File: config.mk
export PLATFORM = sky130hd
export DESIGN_NAME = altm_lane
export DESIGN_NICKNAME = d
export VERILOG_FILES = /design/src/hdl/aces_luminance_tone_map_defines.svh /design/src/hdl/altm_pkg.sv /design/src/hdl/altm_lane.sv
export SDC_FILE = /design/constraint.sdc
export NUM_CORES = 2
export LEC_CHECK = 0
export BUFFER_PORTS_ARGS = -buffer_cell sky130_fd_sc_hd__buf_2
export CORE_UTILIZATION = 35
export DETAILED_ROUTE_END_ITERATION = 7
export PLACE_DENSITY = 0.55
export SKIP_LAST_GASP = 1
export SYNTH_ARGS = -nofsm -noshare
export SYNTH_HDL_FRONTEND = slang
export SYNTH_SLANG_ARGS = --single-unit
File: constraint.sdc
create_clock -name i_clk -period 6.4 [get_ports i_clk]
set_input_delay 0 -clock i_clk [delete_from_list [all_inputs] [get_ports i_clk]]
set_output_delay 0 -clock i_clk [all_outputs]
set_load 0.03 [all_outputs]
File: src/hdl/aces_luminance_tone_map_defines.svh
// Assertion macros shared by the tone mapper RTL.
`ifndef ACES_LUMINANCE_TONE_MAP_DEFINES_SVH
`define ACES_LUMINANCE_TONE_MAP_DEFINES_SVH
`ifndef ASSERT_OFF
`define ALTM_ASSERT_IMP(label, clk, rst_n, ante, cons) \
    label: assert property (@(posedge clk) disable iff (!rst_n) (ante) |-> (cons)) \
        else $error("altm: same-cycle check failed");
`define ALTM_ASSERT_NXT(label, clk, rst_n, ante, cons) \
    label: assert property (@(posedge clk) disable iff (!rst_n) (ante) |=> (cons)) \
        else $error("altm: next-cycle check failed");
`else
`define ALTM_ASSERT_IMP(label, clk, rst_n, ante, cons)
`define ALTM_ASSERT_NXT(label, clk, rst_n, ante, cons)
`endif
`endif

File: src/hdl/altm_pkg.sv
// Types and constants of the ACES luminance tone mapper.
`default_nettype none
package altm_pkg;

    // Rec.709 luma weights, Q0.16, summing to 65536
    localparam logic [15:0] WR = 16'd13933;
    localparam logic [15:0] WG = 16'd46871;
    localparam logic [15:0] WB = 16'd4732;

    // Curve constants in Q16, with the linear and constant terms prescaled
    localparam logic [17:0] CA      = 18'd164495;
    localparam logic [17:0] CC      = 18'd159252;
    localparam logic [33:0] CB_1024 = 34'd2013184;
    localparam logic [33:0] CD_1024 = 34'd39593984;
    localparam logic [49:0] CE_SH20 = 50'd9620684800;

    localparam logic [4:0]  LUMA_EPSILON = 5'd1;
    localparam logic [16:0] ONE_Q16      = 17'd65536;
    localparam logic [11:0] OUT_MAX      = 12'd4095;

    // Pipeline shape
    localparam int DIV_Y_STEPS    = 17;
    localparam int CURVE_PRE      = 4;
    localparam int CURVE_STAGES   = CURVE_PRE + DIV_Y_STEPS;
    localparam int LANE_PRE       = 3;
    localparam int LANE_DIV_STEPS = 12;
    localparam int LANE_STAGES    = LANE_PRE + LANE_DIV_STEPS;
    localparam int PIPE_STAGES    = CURVE_STAGES + LANE_STAGES + 1;

    typedef struct packed {
        logic [15:0] red_in;
        logic [15:0] green_in;
        logic [15:0] blue_in;
    } t_pix_in;

    typedef struct packed {
        logic [11:0] red_out;
        logic [11:0] green_out;
        logic [11:0] blue_out;
    } t_pix_out;

    typedef struct packed {
        t_pix_in     pix;
        logic [15:0] lum;
        logic [16:0] y;
    } t_curve;

endpackage
`default_nettype wire

File: src/hdl/altm_lane.sv
// One channel lane: scale by curve gain and divide by luminance plus epsilon.
`default_nettype none
module altm_lane (
    input  wire logic                               i_clk,
    input  wire logic [altm_pkg::LANE_STAGES-1:0]   i_en,
    input  wire logic [15:0]                        i_ch,
    input  wire logic [15:0]                        i_lum,
    input  wire logic [16:0]                        i_y,
    output logic [11:0]                             o_val
);

    localparam int NS = altm_pkg::LANE_DIV_STEPS;
    localparam int PRE = altm_pkg::LANE_PRE;

    logic [16:0] n_ysat;
    logic [32:0] r_prod;
    logic [16:0] r_lp0, r_lp1, r_lp2;
    logic [44:0] n_p;
    logic [45:0] n_sum;
    logic [29:0] r_x, r_x2;
    logic        r_ovf;

    logic [29:0] r_rem [NS];
    logic [16:0] r_dvs [NS];
    logic [11:0] r_quo [NS];
    logic        r_sat [NS];

    // Clamp curve to 1.0 and apply to channel
    assign n_ysat = (i_y > altm_pkg::ONE_Q16) ? altm_pkg::ONE_Q16 : i_y;

    always_ff @(posedge i_clk) begin
        if (i_en[0]) begin
            r_prod <= 33'(i_ch) * 33'(n_ysat);
            r_lp0  <= 17'(i_lum) + 17'(altm_pkg::LUMA_EPSILON);
        end
    end

    // Times 4095, add half divisor, drop the Q16 part of the product
    assign n_p   = (45'(r_prod) << 12) - 45'(r_prod);
    assign n_sum = 46'(n_p) + (46'(r_lp0) << 15);

    always_ff @(posedge i_clk) begin
        if (i_en[1]) begin
            r_x   <= n_sum[45:16];
            r_lp1 <= r_lp0;
        end
    end

    // Flag quotients of 4096 and above
    always_ff @(posedge i_clk) begin
        if (i_en[2]) begin
            r_ovf <= (r_x >= (30'(r_lp1) << 12));
            r_x2  <= r_x;
            r_lp2 <= r_lp1;
        end
    end

    // Twelve-bit restoring divider
    for (genvar j = 0; j < NS; j++) begin : g_cdiv
        logic [29:0] w_rem_in;
        logic [16:0] w_dvs_in;
        logic [11:0] w_quo_in;
        logic        w_sat_in;
        logic [29:0] w_sub;
        logic        w_ge;

        if (j == 0) begin : g_first
            assign w_rem_in = r_x2;
            assign w_dvs_in = r_lp2;
            assign w_quo_in = 12'd0;
            assign w_sat_in = r_ovf;
        end else begin : g_next
            assign w_rem_in = r_rem[j-1];
            assign w_dvs_in = r_dvs[j-1];
            assign w_quo_in = r_quo[j-1];
            assign w_sat_in = r_sat[j-1];
        end

        assign w_sub = 30'(w_dvs_in) << (NS - 1 - j);
        assign w_ge  = (w_rem_in >= w_sub);

        always_ff @(posedge i_clk) begin
            if (i_en[PRE + j]) begin
                r_rem[j] <= w_ge ? (w_rem_in - w_sub) : w_rem_in;
                r_quo[j] <= w_quo_in | (w_ge ? (12'd1 << (NS - 1 - j)) : 12'd0);
                r_dvs[j] <= w_dvs_in;
                r_sat[j] <= w_sat_in;
            end
        end
    end

    // Saturate
    assign o_val = r_sat[NS-1] ? altm_pkg::OUT_MAX : r_quo[NS-1];

endmodule
`default_nettype wire

Word-level counts from Yosys, hierarchy flattened
Memories as Yosys holds them, arrays and structs flattened.
Index checks and enable logic that the tools add are counted.
{ "totals": {"memories": 4, "input_bits": 65, "elab_cells": 102, "output_inout_bits": 12, "register_bits": 145, "ram_bits": 720} }
{ "op_classes": {"n_bitwise": 11, "muxes": 50, "multipliers": 1, "addsub": 15, "order_cmp": 14} }
{ "mem_list": {"columns": ["name", "depth", "word_bits", "read_ports", "rd_ports_with_merged_regs", "wr", "line", "rtl"], "rows": [
  ["r_rem", 12, 30, 11, 0, 12, "altm_lane.sv:23", "logic [29:0] r_rem [NS];"],
  ["r_dvs", 12, 17, 11, 0, 12, "altm_lane.sv:24", "logic [16:0] r_dvs [NS];"],
  ["r_quo", 12, 12, 12, 0, 12, "altm_lane.sv:25", "logic [11:0] r_quo [NS];"],
  ["r_sat", 12, 1, 12, 0, 12, "altm_lane.sv:26", "logic r_sat [NS];"]
]} }
{ "op_table": {"columns": ["operator", "n"], "rows": [
  ["2-to-1 mux 30 bit", 12],
  ["adder 45 x 32 -> 46 bit", 1],
  ["subtractor 45 x 33 -> 45 bit", 1],
  ["multiplier 16 x 17 -> 33 bit", 1],
  [">= comparator 30 x 17 -> 1 bit", 1],
  [">= comparator 30 x 18 -> 1 bit", 1],
  [">= comparator 30 x 19 -> 1 bit", 1],
  [">= comparator 30 x 20 -> 1 bit", 1],
  [">= comparator 30 x 21 -> 1 bit", 1],
  [">= comparator 30 x 22 -> 1 bit", 1],
  [">= comparator 30 x 23 -> 1 bit", 1],
  [">= comparator 30 x 24 -> 1 bit", 1],
  [">= comparator 30 x 25 -> 1 bit", 1],
  [">= comparator 30 x 26 -> 1 bit", 1],
  [">= comparator 30 x 27 -> 1 bit", 1],
  [">= comparator 30 x 28 -> 1 bit", 1],
  [">= comparator 30 x 29 -> 1 bit", 1],
  ["subtractor 30 x 17 -> 30 bit", 1],
  ["subtractor 30 x 18 -> 30 bit", 1],
  ["subtractor 30 x 19 -> 30 bit", 1],
  ["subtractor 30 x 20 -> 30 bit", 1],
  ["subtractor 30 x 21 -> 30 bit", 1],
  ["subtractor 30 x 22 -> 30 bit", 1],
  ["subtractor 30 x 23 -> 30 bit", 1],
  ["other kinds (31)", 56]
]} }

Depth between registers and ports, before layout
An unclocked memory read counts as a cell.
{ "depth": {"word_depth": 4, "ltp_mapped": 28, "depth_no_buf": 26} }

Least setup slack after synthesis
OpenSTA, ideal clock, no wires.
{ "synth_path": {"path_kind": "input -> register", "from": "in i_y[9]", "to": "reg r_prod[32], data pin", "t_required_ps": 6140, "arrival_ps": 6650, "stages": 24, "path_buffers": 1, "setup_slack_ps": -510, "path_cell_list": "nor4_1 -> a41oi_1 -> nor2b_1 -> clkbuf_1 -> nand2_1 -> fa_1 -> inv_1 -> fa_1 -> fa_1 -> fa_1 -> fa_1 -> inv_1 -> fa_1 -> inv_1 -> ha_1 -> and3_1 -> a31oi_1 -> o21ai_0 -> o311ai_0 -> a21oi_1 -> a41o_1 -> or2_2 -> a31oi_1 -> xnor2_1"} }
{ "synth_via": {"elab_chain_cells": 3} }
{ "synth_rtl": {"columns": ["item", "line", "rtl"], "rows": [
  ["start, declared", "altm_lane.sv:8", "input wire logic [16:0] i_y,"],
  ["> comparator 17 bit", "altm_lane.sv:29", "assign n_ysat = (i_y > altm_pkg::ONE_Q16) ? altm_pkg::ONE_Q16 : i_y;"],
  ["2-to-1 mux 17 bit *", "altm_lane.sv:29", null],
  ["multiplier 16 x 17 -> 33 bit *", "altm_lane.sv:33", "r_prod <= 33'(i_ch) * 33'(n_ysat);"],
  ["end signal, assigned", "altm_lane.sv:33", null],
  ["end, declared", "altm_lane.sv:16", "logic [32:0] r_prod;"]
]} }
Every way passes the cells marked *; elsewhere a longest branch is shown, timed or not.
A chain may end at the register's enable or synchronous reset.

Worst setup path after layout
{ "layout_path": {"from": "in i_y[13]", "to": "reg r_prod[32], data pin"} }
Same word-level chain as after synthesis.

==> results.yml <==
cts:
  insertion_delay_ns: 0.66
  clock_path_buffers: 3
  cts_buffers: 79
  clkSinkCount: 752
  root_buffer: "clkbuf_16"
  cts_tree: "yes"
  clkTransAtPathRegs_ns: 0.06
  cts_htree_levels: 3
finish:
  area_delta_synth_final_pct: 14.4
  layout.nets: 5153
  fillers: 13000
  regArea_sq_mm: 0.0226
  drive_gt1_frac: 0.110
  post-route-util: 0.404
  multi_input_area_sq_mm: 0.0233
critical_path:
  critical_path_arrival_ns: 6.59
  path_class: "input port to flip-flop"
  critPathSlowestCell: "fa_1"
  startpoint_type: "input port"
  cpMostUsedCell: "fa_1"
  rr_startpoint: "r_prod[13]"
  cp_top_family: "adder cells"
  setup.worst_path.end_class: "flip-flop"
  worstSetupStartpoint: "i_y[13]"
  critPathBufInv: 9
  worstPathMaxFanout: 4
  cpPeakStageDelay_ns: 0.55
  cp.required_ns: 6.79
die:
  die_area_sq_mm: 0.138
  rows: 135
  die_y_microns: 372
  die_w_microns: 372
  num_io_pins: 77
  coreArea_sq_mm: 0.136
  start_util: 0.353
synth:
  synth_top_cell_area_share: 0.471
  synth.area.mux_share: 0.0151
  synth_compound_area_frac: 0.0999
  synth-seq-area-share: 0.471
  synth_top_family_by_area: "adder cells"
  synthesis.area_sq_mm: 0.0479
  yosys.area_share.adder: 0.187
  async_reset_ff_frac: 0
  synth_simple_gate_area_share: 0.124
  synth_top_cell_by_area: "edfxtp_1"
  synth_edf_count: 752
  synth.distinct_cells: 97
  syn_area_per_cell_sq_um: 11.3
  ys.flop_type: "edfxtp_1"
  synth_nets: 4876
  synthCells: 4227
  synth_seq_cells: 752
  synthXorXnorAreaFrac: 0.0524
  yosysWarnings: 0
  synth_area_leaders: "edfxtp_1 47%, ha_1 9.5%, fa_1 9.2%"
power:
  vdd_drop_max_uv: 563
  power_frac_comb: 0.483
  p_leak_uw: 0.0227
  cellPowerDensity_mw_per_mm2: 444
  clock_power_share: 0.187
  seqPwrFrac: 0.330
  switching_share: 0.378
  intPower_uw: 15100
  p_switching_uw: 9200
drt:
  initialDrtViolationCount: 1481
  first_pass_iters: 5
  routed_via_density: 4.87
  wl_per_cell_microns: 16.3
  drc: 0
  ant_nets: 0
  num_vias: 30900
  wirelength_microns: 103000
timing:
  rsz0062_at_grt: "true"
  maxSlewViolCount: 0
  period_share: 0.969
  finalHoldViolCount: 0
  whs_ns: 0.0803
  setup_viol: 0
  fin_worst_skew_ns: 0.0262
  max_freq_ghz: 0.161
  fin_tns_setup_ns: 0
  slew_headroom: 0.240
  period_needed_ns: 6.20
  worst_slew_pin_slew_ns: 1.14
hold_path:
  worst_hold_path_type: "input port to flip-flop"
  hold_path.startpoint: "i_en[3]"
grt:
  grt_pass1_vias: 32000
  grt_max_degree: 60
  grt_usage: 0.152
  grt_pass1_wl_microns: 168000
  gr-total-overflow: 0
  antenna_found_initial: 3
place:
  finalWeightedCongestion: 0.908
  port_buffers: 76
  post-dp-hpwl_microns: 82200
job:
  cap_violations: 0
status:
  status: "complete, no violations"
==> placed cells by master (no fill, tap or decap), drive strengths merged, types with 15 or more instances in the layout <==
cell type    count
nand4b          17
or4             17
a21boi          15
or3             33
dlygate4sd3     38
or2             28
clkinv          36
fa             220
inv            560
a211oi          27
o31ai           25
buf            236
nand2b          52
and2           137
o21bai          23
a21o            84
o211ai          15
xnor2          170
nand3           44
nand4           43
clkbuf          93
ha             364
a31oi           22
and3            20
xor2           117
nand2          336
mux2            52
nor2b           53
nor4            42
o21ai          149
nor3            71
nor2           232
a21oi          217
edfxtp         752
o21a            56
==> routing by layer <==
| layer | part of all wire | track usage | up-vias |
|---|---|---|---|
| met2 | 0.53 | 0.290 | 423 |
| li1 | - | - | 15500 |
| met5 | 0.00024 | 0 | - |
| met1 | 0.41 | 0.171 | 14800 |
| met3 | 0.028 | 0.0236 | 180 |
| met4 | 0.032 | 0.0504 | 4 |
==> flip-flops by register name (all words and copies together), names as in the netlist <==
signal	flops
g_cdiv.w_rem_in	30
r_x	30
r_prod	33
r_dvs	187
r_lp1	17
r_rem	330
g_cdiv.w_dvs_in	17
r_sat	12
g_cdiv.w_sat_in	1
r_quo	78
r_lp0	17
==> final timing paths <==
kind | endpoint | slack, ns | cells past startpoint
setup / recovery | r_prod[32] | 0.20 | 29
setup reg to reg | r_x[27] | 1.17 | 19
hold / removal | r_dvs[0][2] | 0.08 | 1
hold reg to reg | r_quo[5][21] | 0.41 | 0
==> Yosys cell counts, types with 16 or more instances <==
cell,count
a211oi_1,25
and3_1,20
clkbuf_1,58
nand3_1,44
ha_1,364
nor2_1,231
o21a_1,56
a21o_1,84
or3_1,31
nor4_1,42
o21bai_1,23
xor2_1,117
nor3_1,71
inv_1,555
nand2_1,336
or2_2,26
mux2_2,50
edfxtp_1,752
a31oi_1,19
and2_1,137
o21ai_0,146
o31ai_1,24
nand2b_1,52
or4_1,16
nor2b_1,53
xnor2_1,170
a21oi_1,216
fa_1,220
nand4_1,43
==> metrics by stage <==
step	worst slack (ns)	power (uW)	cells	area [sq um]
after floorplan	0.00176	16300	4227	48300
after global placement	-0.406	19800	6151	51600
after global routing	-0.0400	26200	6349	54800
after CTS	0.170	24500	6334	54600
final	0.199	24300	6350	54800
after detailed placement	-0.507	19800	6151	51600
==> power groups by stage <==
stage	Clock (uW)	Sequential, uW	Combinational [uW]
after floorplan	0	7750	8560
after global placement	0	8140	11600
after detailed placement	0	8140	11700
after CTS	4690	8050	11800
after global routing	4890	8160	13200
final	4550	8040	11800
==> timing repair <==
action	4_1_cts	5_1_grt
gates resized for setup	0	27
endpoints found under the setup margin	0	5
endpoints found under the hold margin	236	0
setup buffers	0	15
hold buffers	38	0
==> cell type report <==
class / count / share of cell area
Inverter: 557 / 0.0381
Tap cell: 1781 / 0.0406
Timing Repair Buffer: 274 / 0.0374
Antenna cell: 1 / 0.0000456
Clock inverter: 52 / 0.00931
Sequential cell: 752 / 0.412
Clock buffer: 93 / 0.0374
Multi-Input combinational cell: 2840 / 0.425
==> logic make-up after synthesis <==
logic type | count (synthesis)
xor gates and xnor gates | 287
muxes | 65
DFF | 752
AOI/OAI and AO/OA | 735
and+or+nand+nor | 1169
adders and majority gates | 584
buffers and inverters | 635
No activity file was read; power rests on OpenSTA's default activity.
